===== config.mk =====
export PLATFORM = sky130hd
export DESIGN_NAME = event_timer_bank_top
export DESIGN_NICKNAME = d
export VERILOG_FILES = /design/src/rtl/etb_pkg.sv /design/src/rtl/event_timer_bank_top.sv /design/src/rtl/etb_ctrl.sv /design/src/rtl/etb_datapath.sv
export SDC_FILE = /design/constraint.sdc
export NUM_CORES = 2
export LEC_CHECK = 0
export BUFFER_PORTS_ARGS = -buffer_cell sky130_fd_sc_hd__buf_2
export CORE_MARGIN = 1
export CORE_UTILIZATION = 57
export DETAILED_ROUTE_END_ITERATION = 12
export PLACE_DENSITY = 0.74
export SYNTH_ARGS = -nofsm -noshare
export SYNTH_HDL_FRONTEND = slang
export SYNTH_SLANG_ARGS = --single-unit
export TNS_END_PERCENT = 10

===== constraint.sdc =====
create_clock -name i_clk -period 28.7 [get_ports i_clk]
set_input_delay 2.87 -clock i_clk [delete_from_list [all_inputs] [get_ports i_clk]]
set_output_delay 2.87 -clock i_clk [all_outputs]
set_load 0.01 [all_outputs]

===== src/rtl/etb_pkg.sv =====
// Shared types and constants for the event timer bank.
package etb_pkg;

    localparam int TimersDefault = 16;
    localparam int ReqW          = 3;
    localparam int WordW         = 32;
    localparam int ActiveW       = 16;

    typedef enum logic [ReqW-1:0] {
        REQ_TICK  = 3'd0,
        REQ_START = 3'd1,
        REQ_STOP  = 3'd2,
        REQ_SET   = 3'd3,
        REQ_CLEAR = 3'd4
    } t_req;

    // One timer slot as held in the slot memory.
    typedef struct packed {
        logic [WordW-1:0] events;
        logic [WordW-1:0] reload;
        logic [WordW-1:0] count;
    } t_slot_rec;

    // Commands from the controller to the datapath.
    typedef struct packed {
        logic accept;   // a request transfer happens this cycle
        logic rd_en;    // read one slot record for the tick walk
        logic ld_out;   // load the result register
    } t_dp_cmd;

    // Status from the datapath to the controller.
    typedef struct packed {
        logic out_busy; // result register holds a result that is not taken this cycle
    } t_dp_stat;

endpackage


===== src/rtl/event_timer_bank_top.sv =====
// Top level of the event timer bank: stream ports, controller and datapath.
//
// Requests arrive on the slave stream (i_s_*). The request kind travels in
// tuser: tick, start timer, stop timer, set events or clear events. The mask,
// interval and repeat mode travel in tdata. Every request produces exactly one
// result transfer on the master stream (o_m_*) carrying the pending event
// word, the enable bits of slots 0 to 15 and the events fired by a tick.
// A tick walks all TIMERS slots one per cycle through a single shared
// decrementer fed from the slot memory, whose read port is pipelined
// ahead of the update. A drain state then finishes the last slot and a
// done state loads the result register; the block takes the next request
// after that load. Any other request goes straight to the done state and
// frees the input once its result is loaded. The slot walk sets the tick
// latency, plus the drain state and the done state that loads the result.
// One request is in work at a time. A finished result sits in an output
// register, so the next request is accepted while the receiver stalls;
// that request then waits to deliver until the register is taken.
// The synchronous active-low reset disables every slot, clears the pending
// word and empties the output register. The slot memory needs no clearing.
module event_timer_bank_top #(
    parameter int TIMERS = etb_pkg::TimersDefault
) (
    input  logic        i_clk,
    input  logic        i_rst_n,
    // Request stream.
    input  logic        i_s_tvalid,
    output logic        o_s_tready,
    input  logic [71:0] i_s_tdata,  // event_mask[31:0], interval[63:32], repeat_mode[64], zero fill
    input  logic [2:0]  i_s_tuser,  // req_type[2:0]
    // Result stream.
    output logic        o_m_tvalid,
    input  logic        i_m_tready,
    output logic [79:0] o_m_tdata   // pending_events[31:0], active_timers[47:32], fired_events[79:48]
);

    localparam int SW = (TIMERS > 1) ? $clog2(TIMERS) : 1;

    etb_pkg::t_dp_cmd             cmd;
    etb_pkg::t_dp_stat            stat;
    logic [SW-1:0]                rd_addr;
    logic [etb_pkg::WordW-1:0]    pending_events;
    logic [etb_pkg::ActiveW-1:0]  active_timers;
    logic [etb_pkg::WordW-1:0]    fired_events;

    etb_ctrl #(
        .TIMERS (TIMERS),
        .SW     (SW)
    ) u_ctrl (
        .i_clk      (i_clk),
        .i_rst_n    (i_rst_n),
        .i_s_tvalid (i_s_tvalid),
        .i_req_type (i_s_tuser),
        .i_stat     (stat),
        .o_s_tready (o_s_tready),
        .o_cmd      (cmd),
        .o_rd_addr  (rd_addr)
    );

    etb_datapath #(
        .TIMERS (TIMERS),
        .SW     (SW)
    ) u_datapath (
        .i_clk            (i_clk),
        .i_rst_n          (i_rst_n),
        .i_cmd            (cmd),
        .i_rd_addr        (rd_addr),
        .i_req_type       (i_s_tuser),
        .i_event_mask     (i_s_tdata[31:0]),
        .i_interval       (i_s_tdata[63:32]),
        .i_repeat_mode    (i_s_tdata[64]),
        .i_m_tready       (i_m_tready),
        .o_stat           (stat),
        .o_out_valid      (o_m_tvalid),
        .o_pending_events (pending_events),
        .o_active_timers  (active_timers),
        .o_fired_events   (fired_events)
    );

    assign o_m_tdata = {fired_events, active_timers, pending_events};

endmodule


===== src/rtl/etb_ctrl.sv =====
// Controller state machine: accepts requests and sequences the tick walk.
module etb_ctrl #(
    parameter int TIMERS = etb_pkg::TimersDefault,
    parameter int SW     = (TIMERS > 1) ? $clog2(TIMERS) : 1
) (
    input  logic                     i_clk,
    input  logic                     i_rst_n,
    input  logic                     i_s_tvalid,
    input  logic [etb_pkg::ReqW-1:0] i_req_type,
    input  etb_pkg::t_dp_stat        i_stat,
    output logic                     o_s_tready,
    output etb_pkg::t_dp_cmd         o_cmd,
    output logic [SW-1:0]            o_rd_addr
);

    typedef enum logic [3:0] {
        ST_IDLE  = 4'b0001,
        ST_TICK  = 4'b0010,
        ST_DRAIN = 4'b0100,
        ST_DONE  = 4'b1000
    } t_state;

    t_state      r_state, n_state;
    logic [SW-1:0] r_idx, n_idx;
    logic        accept;
    logic        last_slot;

    assign o_s_tready = (r_state == ST_IDLE);
    assign accept     = i_s_tvalid && o_s_tready;
    assign last_slot  = (r_idx == SW'(TIMERS - 1));
    assign o_rd_addr  = r_idx;

    always_comb begin
        n_state      = r_state;
        n_idx        = r_idx;
        o_cmd.accept = accept;
        o_cmd.rd_en  = 1'b0;
        o_cmd.ld_out = 1'b0;
        unique case (r_state)
            ST_IDLE: begin
                if (accept) begin
                    n_idx = '0;
                    if (i_req_type == etb_pkg::REQ_TICK) begin
                        n_state = ST_TICK;
                    end else begin
                        n_state = ST_DONE;
                    end
                end
            end
            ST_TICK: begin
                o_cmd.rd_en = 1'b1;
                if (last_slot) begin
                    n_state = ST_DRAIN;
                end else begin
                    n_idx = r_idx + 1'b1;
                end
            end
            ST_DRAIN: begin
                n_state = ST_DONE;
            end
            ST_DONE: begin
                if (!i_stat.out_busy) begin
                    o_cmd.ld_out = 1'b1;
                    n_state      = ST_IDLE;
                end
            end
            default: begin
                n_state = ST_IDLE;
            end
        endcase
    end

    always_ff @(posedge i_clk) begin
        if (!i_rst_n) begin
            r_state <= ST_IDLE;
            r_idx   <= '0;
        end else begin
            r_state <= n_state;
            r_idx   <= n_idx;
        end
    end

endmodule


===== src/rtl/etb_datapath.sv =====
// Datapath: slot memory, enable and repeat bits, pending word, decrementer and result register.
module etb_datapath #(
    parameter int TIMERS = etb_pkg::TimersDefault,
    parameter int SW     = (TIMERS > 1) ? $clog2(TIMERS) : 1
) (
    input  logic                        i_clk,
    input  logic                        i_rst_n,
    input  etb_pkg::t_dp_cmd            i_cmd,
    input  logic [SW-1:0]               i_rd_addr,
    input  logic [etb_pkg::ReqW-1:0]    i_req_type,
    input  logic [etb_pkg::WordW-1:0]   i_event_mask,
    input  logic [etb_pkg::WordW-1:0]   i_interval,
    input  logic                        i_repeat_mode,
    input  logic                        i_m_tready,
    output etb_pkg::t_dp_stat           o_stat,
    output logic                        o_out_valid,
    output logic [etb_pkg::WordW-1:0]   o_pending_events,
    output logic [etb_pkg::ActiveW-1:0] o_active_timers,
    output logic [etb_pkg::WordW-1:0]   o_fired_events
);

    // Count, reload and mask of each slot. Only used while the slot is enabled,
    // and every enable is preceded by a full write, so no reset is needed.
    etb_pkg::t_slot_rec mem [TIMERS];

    logic [TIMERS-1:0]          r_enable, n_enable;
    logic [TIMERS-1:0]          r_repeat, n_repeat;
    logic [etb_pkg::WordW-1:0]  r_pending, n_pending;
    logic [etb_pkg::WordW-1:0]  r_fired, n_fired;
    etb_pkg::t_slot_rec         r_rd_data;
    logic                       r_proc_v;
    logic [SW-1:0]              r_pidx;

    logic                       wr_en;
    logic [SW-1:0]              wr_addr;
    etb_pkg::t_slot_rec         wr_data;

    logic                       found;
    logic [SW-1:0]              pick;
    logic [etb_pkg::ActiveW-1:0] active;

    logic                       r_out_valid;
    logic [etb_pkg::WordW-1:0]  r_out_pending;
    logic [etb_pkg::ActiveW-1:0] r_out_active;
    logic [etb_pkg::WordW-1:0]  r_out_fired;

    // Lowest set bit of the mask among the slot positions.
    always_comb begin
        found = 1'b0;
        pick  = '0;
        for (int i = TIMERS - 1; i >= 0; i--) begin
            if (i_event_mask[i]) begin
                found = 1'b1;
                pick  = SW'(i);
            end
        end
    end

    for (genvar gi = 0; gi < etb_pkg::ActiveW; gi++) begin : g_active
        if (gi < TIMERS) begin : g_slot
            assign active[gi] = r_enable[gi];
        end else begin : g_none
            assign active[gi] = 1'b0;
        end
    end

    always_comb begin
        n_enable  = r_enable;
        n_repeat  = r_repeat;
        n_pending = r_pending;
        n_fired   = r_fired;
        wr_en     = 1'b0;
        wr_addr   = r_pidx;
        wr_data   = r_rd_data;

        if (i_cmd.accept) begin
            n_fired = '0;
            case (i_req_type)
                etb_pkg::REQ_START: begin
                    if (found && !r_enable[pick]) begin
                        wr_en          = 1'b1;
                        wr_addr        = pick;
                        wr_data.events = i_event_mask;
                        wr_data.reload = i_interval;
                        wr_data.count  = i_interval;
                        n_repeat[pick] = i_repeat_mode;
                        n_enable[pick] = 1'b1;
                    end
                end
                etb_pkg::REQ_STOP: begin
                    if (found && r_enable[pick]) begin
                        n_repeat[pick] = 1'b0;
                        n_enable[pick] = 1'b0;
                    end
                end
                etb_pkg::REQ_SET: begin
                    n_pending = r_pending | i_event_mask;
                end
                etb_pkg::REQ_CLEAR: begin
                    n_pending = r_pending & ~i_event_mask;
                end
                default: begin
                end
            endcase
        end

        // One slot of the tick walk, in the cycle after its record was read.
        if (r_proc_v && r_enable[r_pidx]) begin
            wr_en = 1'b1;
            if (r_rd_data.count != '0) begin
                wr_data.count = r_rd_data.count - 1'b1;
            end else begin
                n_pending = n_pending | r_rd_data.events;
                n_fired   = n_fired | r_rd_data.events;
                if (r_repeat[r_pidx]) begin
                    wr_data.count = r_rd_data.reload;
                end else begin
                    n_enable[r_pidx] = 1'b0;
                end
            end
        end
    end

    always_ff @(posedge i_clk) begin
        if (wr_en) begin
            mem[wr_addr] <= wr_data;
        end
        if (i_cmd.rd_en) begin
            r_rd_data <= mem[i_rd_addr];
        end
        r_pidx <= i_rd_addr;
        if (i_cmd.ld_out) begin
            r_out_pending <= r_pending;
            r_out_active  <= active;
            r_out_fired   <= r_fired;
        end
    end

    always_ff @(posedge i_clk) begin
        if (!i_rst_n) begin
            r_enable    <= '0;
            r_repeat    <= '0;
            r_pending   <= '0;
            r_fired     <= '0;
            r_proc_v    <= 1'b0;
            r_out_valid <= 1'b0;
        end else begin
            r_enable  <= n_enable;
            r_repeat  <= n_repeat;
            r_pending <= n_pending;
            r_fired   <= n_fired;
            r_proc_v  <= i_cmd.rd_en;
            if (i_cmd.ld_out) begin
                r_out_valid <= 1'b1;
            end else if (i_m_tready) begin
                r_out_valid <= 1'b0;
            end
        end
    end

    assign o_stat.out_busy  = r_out_valid && !i_m_tready;
    assign o_out_valid      = r_out_valid;
    assign o_pending_events = r_out_pending;
    assign o_active_timers  = r_out_active;
    assign o_fired_events   = r_out_fired;

endmodule


* Word-level counts from Yosys, hierarchy flattened
Memory sizes are Yosys's and may differ from the RTL's. A register that Yosys moved wholly into a read port is not among the register bits.
Cells that the tools add are included.
** Operators by class
- $add $sub $neg :: 2
- Magnitude comparators :: 4
- Eq/ne operators :: 15
- Multiplexer cells :: 88
- Bitwise gates (word level) :: 11
- Reduce and logical (&&, ||, !) cells :: 17
** Operators with widths (number)
- two-way mux 32 bit :: 9
- two-way mux 96 bit :: 3
- two-way mux 16 bit :: 8
- two-way mux 4 bit :: 25
- OR 32 bit :: 3
- one-hot mux 16 bit (2 select lines) :: 2
- one-hot mux 32 bit (2 select lines) :: 1
- AND 16 bit :: 3
- AND 32 bit :: 1
- two-way mux 1 bit :: 32
- NOT 16 bit :: 2
- NOT 32 bit :: 1
- nonzero test 32 bit :: 1
- subtractor 32 x 1 -> 32 bit (second input constant) :: 1
- bitwise mux 16 bit :: 1
- OR 16 bit :: 1
- one-hot mux 4 bit (4 select lines) :: 1
- binary-select mux 1 bit (select 4 bit) :: 3
- < comparator 4 x 5 -> 1 bit (second input constant) :: 2
- demux 1 bit (select 4 bit) :: 2
- == test 4 bit (second input constant) :: 2
- greater-or-equal comparator 4 x 1 -> 1 bit (second input constant) :: 2
- one-hot mux 4 bit (2 select lines) :: 1
- logical AND 1 bit :: 7
- other kinds (14) :: 23
** Storage, ports and cells
- Register bits after elaboration :: 190
- RAM bits :: 1536
- Bits of input ports :: 79
- Logic and storage cells :: 150
- Memories :: 1
** Memory list
- u_datapath.mem :: words 16, bits a word 96, rd ports 1, clocked after memory_dff 1, write ports 1, RTL line etb_datapath.sv:24 : etb_pkg::t_slot_rec mem [TIMERS];

* Logic depth before layout (Yosys ltp)
- Depth after elaboration :: 29
- Depth in mapped cells :: 13

* By module
Synthesis repeated with hierarchy kept, for this count alone.
** Unflattened totals
- Cell total of the unflattened synthesis :: 3409
- Area, all modules :: 70463.8 sq um
** By module, submodules not included
- etb_datapath :: times used 1, cells each 3360, area an instance 70033.4 sq um, sequential area each 53451.3 sq um
- etb_ctrl :: times used 1, cells each 49, area an instance 430.4 sq um, sequential area each 160.2 sq um

* Worst setup path after synthesis
Ideal clock, no wire load.
- Kind :: input to register
- Start :: input port i_s_tdata[5]
- End :: memory u_datapath.mem[6][0] in the netlist's numbering, enable pin
- Data arrival time :: 11.779 ns
- Data required time :: 28.007 ns
- Setup slack :: 16.229 ns
- Stages :: 12
- Cell sequence :: clkbuf_1 > nor4_1 > buf_2 > nor2_1 > o21ai_0 > o221ai_1 > mux2i_1 > a22oi_2 > and3_1 > buf_6 > buf_4 > o31ai_1
** On the way
- Longest elaborated chain between the ends :: 16
** RTL lines
- start: declaration :: RTL line event_timer_bank_top.sv:28 : input logic [71:0] i_s_tdata,
- two-way mux 4 bit (6 in a row) :: RTL line etb_datapath.sv:52 : if (i_event_mask[i]) begin
- binary-select mux 1 bit (select 4 bit) :: RTL line etb_datapath.sv:80 : if (found && !r_enable[pick]) begin
- two-way mux 1 bit (not written as such) :: RTL line etb_datapath.sv:80
- logical NOT 1 bit :: RTL line etb_datapath.sv:80
- logical AND 1 bit :: RTL line etb_datapath.sv:80
- two-way mux 1 bit :: RTL line etb_datapath.sv:80
- two-way mux 1 bit :: RTL line etb_datapath.sv:78 : case (i_req_type)
- two-way mux 1 bit :: RTL line etb_datapath.sv:76 : if (i_cmd.accept) begin
- two-way mux 1 bit :: RTL line etb_datapath.sv:108 : if (r_proc_v && r_enable[r_pidx]) begin
- two-way mux 1 bit :: RTL line etb_datapath.sv:125 : if (wr_en) begin
- two-way mux 1 bit (not written as such) :: RTL line etb_datapath.sv:126 : mem[wr_addr] <= wr_data;
- end: declaration :: RTL line etb_datapath.sv:24
Parallel ways exist; a longest one is shown, timed or not. The select of a mux whose other input is x is not followed.

* Worst setup path after layout
- Start :: input port i_s_tdata[7]
- End :: memory u_datapath.mem[11][61] in the netlist's numbering, enable pin
** On the way
- Longest elaborated chain between the ends :: 18
** RTL lines (RTL line)
- two-way mux 4 bit (8 in a row) :: etb_datapath.sv:52
- binary-select mux 1 bit (select 4 bit) :: etb_datapath.sv:80
- two-way mux 1 bit (not written as such) :: etb_datapath.sv:80
- logical NOT 1 bit :: etb_datapath.sv:80
- logical AND 1 bit :: etb_datapath.sv:80
- two-way mux 1 bit :: etb_datapath.sv:80
- two-way mux 1 bit :: etb_datapath.sv:78
- two-way mux 1 bit :: etb_datapath.sv:76
- two-way mux 1 bit :: etb_datapath.sv:108
- two-way mux 1 bit :: etb_datapath.sv:125
- two-way mux 1 bit (not written as such) :: etb_datapath.sv:126
Parallel ways exist; a longest one is shown, timed or not. The select of a mux whose other input is x is not followed.

==> out/results.tsv <==
metric	value	unit
row cnt	128	
CTS buffer count	175	
CP cell instances	buf_2 > nor4_1 > buf_4 > nand2_2 > or3_1 > o2111ai_1 > o22ai_1 > a22oi_2 > nand2_4 > o21ai_4 > buf_4 > buf_4	
first-pass GRT wire length	241000	um
initial antenna violation count	4	
combinational cell fraction of total power	1.6	%
Slew Limit Fails	0	
clock sinks	1822	
Finished Core Util	64.6	%
Post-CTS Hold Fix Bufs	0	
Root Buffer	clkbuf_16	
Avg Cell Area, Syn	20.5	um^2
Clk pwr share	43.1	%
Residual DRC	0	
DRT Pass-1 Iters	5	
FMAX	138	MHz
Total Routing Usage GR	26.6	%
TritonCTS clock tree	built	
clock-pin slew on the worst setup and hold paths	0.06	ns
DP HPWL	80900	um
Critical Path Source	i_s_tdata[7]	
Post-synth EDFFs	1712	
Post-Syn Area	0.0706	mm^2
outcome	completed	
max-cap check violation count	0	
vias in the first global route	36000	
P per Cell Area	66.2	mW/mm^2
initial cell density of the core	57.7	%
flops & latches, synth	1822	
worst r2r src	u_ctrl.o_rd_addr[0]	
Synth Instances	3452	
drt total wl	166000	um
arrival time worst endpoint	7.63	ns
placer congestion estimate	0.840	
WL/cell	30.5	um
startpoint types	input pin	
area grow syn2layout	12.0	%
most common cell after layout, fill and taps aside	edfxtp_1	
DR vias/cell	6.61	
clk_skew	0.0293	ns
Die ar.	0.125	mm^2
sequential share of power	55.3	%
overall power	0.00524	W
P_int	0.00422	W
worst skew pair latency	0.79	ns
Final ANT Viol Nets	0	
IO buf count	153	
chip height	354	um
total grt overflow	0	
Sw Share	19.5	%
pin count of the biggest net entering global routing	107	
Netlist cell types	65	
I/O Pins	161	
worst-case hold path end point	u_datapath.o_fired_events[12]	
Worst VDD drop	0.0615	mV
Die X	354	um
RSZ-0062 raised after global routing	false	
final hold vios	0	
Seq/Total Area, Yosys	75.9	%
period utilisation layout	25.2	%
clock buffer depth	3	
worst hold slack	0.428	ns
Req. time, crit path	29.09	ns
synth warn	0	
R2R Setup Slk	22.88	ns
Finish-stage setup viols	0	
Most common cell on crit path	buf_4	
critical path type	in -> reg	
post-cts gate resize count	0	
hold_sp	u_datapath.r_fired[12]	
Via Count	35900	
crit end category	flip-flop	
Post-Route Setup TNS	0	ns
crit path time final	7.24	ns
async set-or-reset flop fraction in the synthesized netlist	0	%
most frequent cells in the layout	edfxtp_1 (1712), mux4_2 (489), nand2_1 (391), clkbuf_16 (181), buf_2 (153)	
Rel. slew slack	10.4	%
fill count	7922	
layout cells sized above 1	26.3	%
Net Count, Synth	3534	
H-tree Lvls	4	
Crit Reg-Reg Endpoint	u_datapath.r_rd_data[45]	
top_reg_cell synth	edfxtp_1	
Reg2Reg Depth	6	
initial DRC count	4825	
worst stage delay on the critical path	0.87	ns
worst hold-check path type	reg -> reg	
CP max-delay cell	buf_4	
hold path cells	0	
NumNets Final	3743	
highest net fanout along the worst path	44	
ant diodes	0	
Switching Power	0.00102	W
postcts setup bufs	0	
leakage power	24.2	nW
Slew @ Worst Pin	1.34	ns
Core ar.	0.122	mm^2
-- synthesized netlist by cell type (all sizes together), types with 17 or more instances --
cell type	count	area, um^2
nand3	22	110
a21oi	17	85.1
edfxtp	1712	51400
buf	66	323
o21ai	93	465
clkbuf	125	469
o211ai	17	128
nand2	394	1480
dfxtp	110	2200
a32oi	18	158
xnor2	20	175
mux4	489	11000
a21boi	65	488
nor3	17	85.1
o31ai	30	225
nor2	52	195
a22oi	38	290
-- routing by layer --
metal	track usage [%]	part of all wire, %
met5	0	0.024
met4	7.47	2.3
met3	4.74	9.3
met2	43.6	50
met1	37.4	39
-- critical path, delay by kind of cell --
kind	cells	cell delay [ns]
AND/OR/NAND/NOR	4	1.12
AO/OA/AOI/OAI	4	1.34
buffers and inverters	4	2.14
-- power groups by stage --
stage               Combinational (W)  Sequential (W)  Clock (W)
floorplan                   0.0000449         0.00296          0
finish                      0.0000854         0.00290    0.00226
global placement            0.0000827         0.00295          0
CTS                         0.0000847         0.00290    0.00228
global route                0.0000911         0.00290    0.00238
detailed placement          0.0000844         0.00295          0
-- logic make-up after synthesis --
logic type / count (synthesis) / synth area share, %
muxes: 499 / 15.7
buffers and inverters: 198 / 1.16
adders and majority gates: 3 / 0.0532
and+or+nand+nor: 577 / 3.68
xor gates and xnor gates: 30 / 0.372
DFF: 1822 / 75.9
AOI/OAI and AO/OA: 323 / 3.08
-- how the worst max path moves through the flow --
stage / endpoint / slack [ns] / depth (start not counted)
after global placement: u_datapath.mem[11][69] / 20.74 / 11
final: u_datapath.mem[11][61] / 21.46 / 12
after CTS: u_datapath.mem[11][23] / 21.51 / 11
after detailed placement: u_datapath.mem[11][69] / 20.69 / 11
after global routing: u_datapath.mem[11][61] / 21.26 / 11
after floorplan: u_datapath.mem[6][0] / 16.23 / 12
-- stage by stage --
| step | setup slack [ns] | instances | area (um^2) |
|---|---|---|---|
| after floorplan | 16.23 | 3452 | 70600 |
| after global placement | 20.74 | 5109 | 73500 |
| after detailed placement | 20.69 | 5109 | 73500 |
| after CTS | 21.51 | 5424 | 79100 |
| after global routing | 21.26 | 5424 | 79100 |
| final | 21.46 | 5424 | 79100 |
-- final cells by class --
cell class | count | area, um^2 | area share (%)
clock buffers | 230 | 4770 | 6.03
clock inverters | 85 | 806 | 1.02
inverters | 7 | 31.3 | 0.0395
multi-input cells | 1432 | 16400 | 20.7
flip-flops and latches | 1822 | 53600 | 67.8
well taps | 1625 | 2030 | 2.57
repair buffers | 223 | 1420 | 1.79
-- sequential cells by signal (all words and copies together), names as in the netlist --
name,cells
u_ctrl.r_state,4
u_datapath.mem,1536
u_ctrl.o_rd_addr,4
u_datapath.o_out_valid,1
u_datapath.o_fired_events,32
u_datapath.o_pending_events,32
u_datapath.r_rd_data,96
u_datapath.o_active_timers,16
u_datapath.r_pending,32
u_datapath.r_pidx,4
u_datapath.r_proc_v,1
u_datapath.active,16
u_datapath.r_repeat,16
u_datapath.r_fired,32
(Power assumes the default switching activity.)
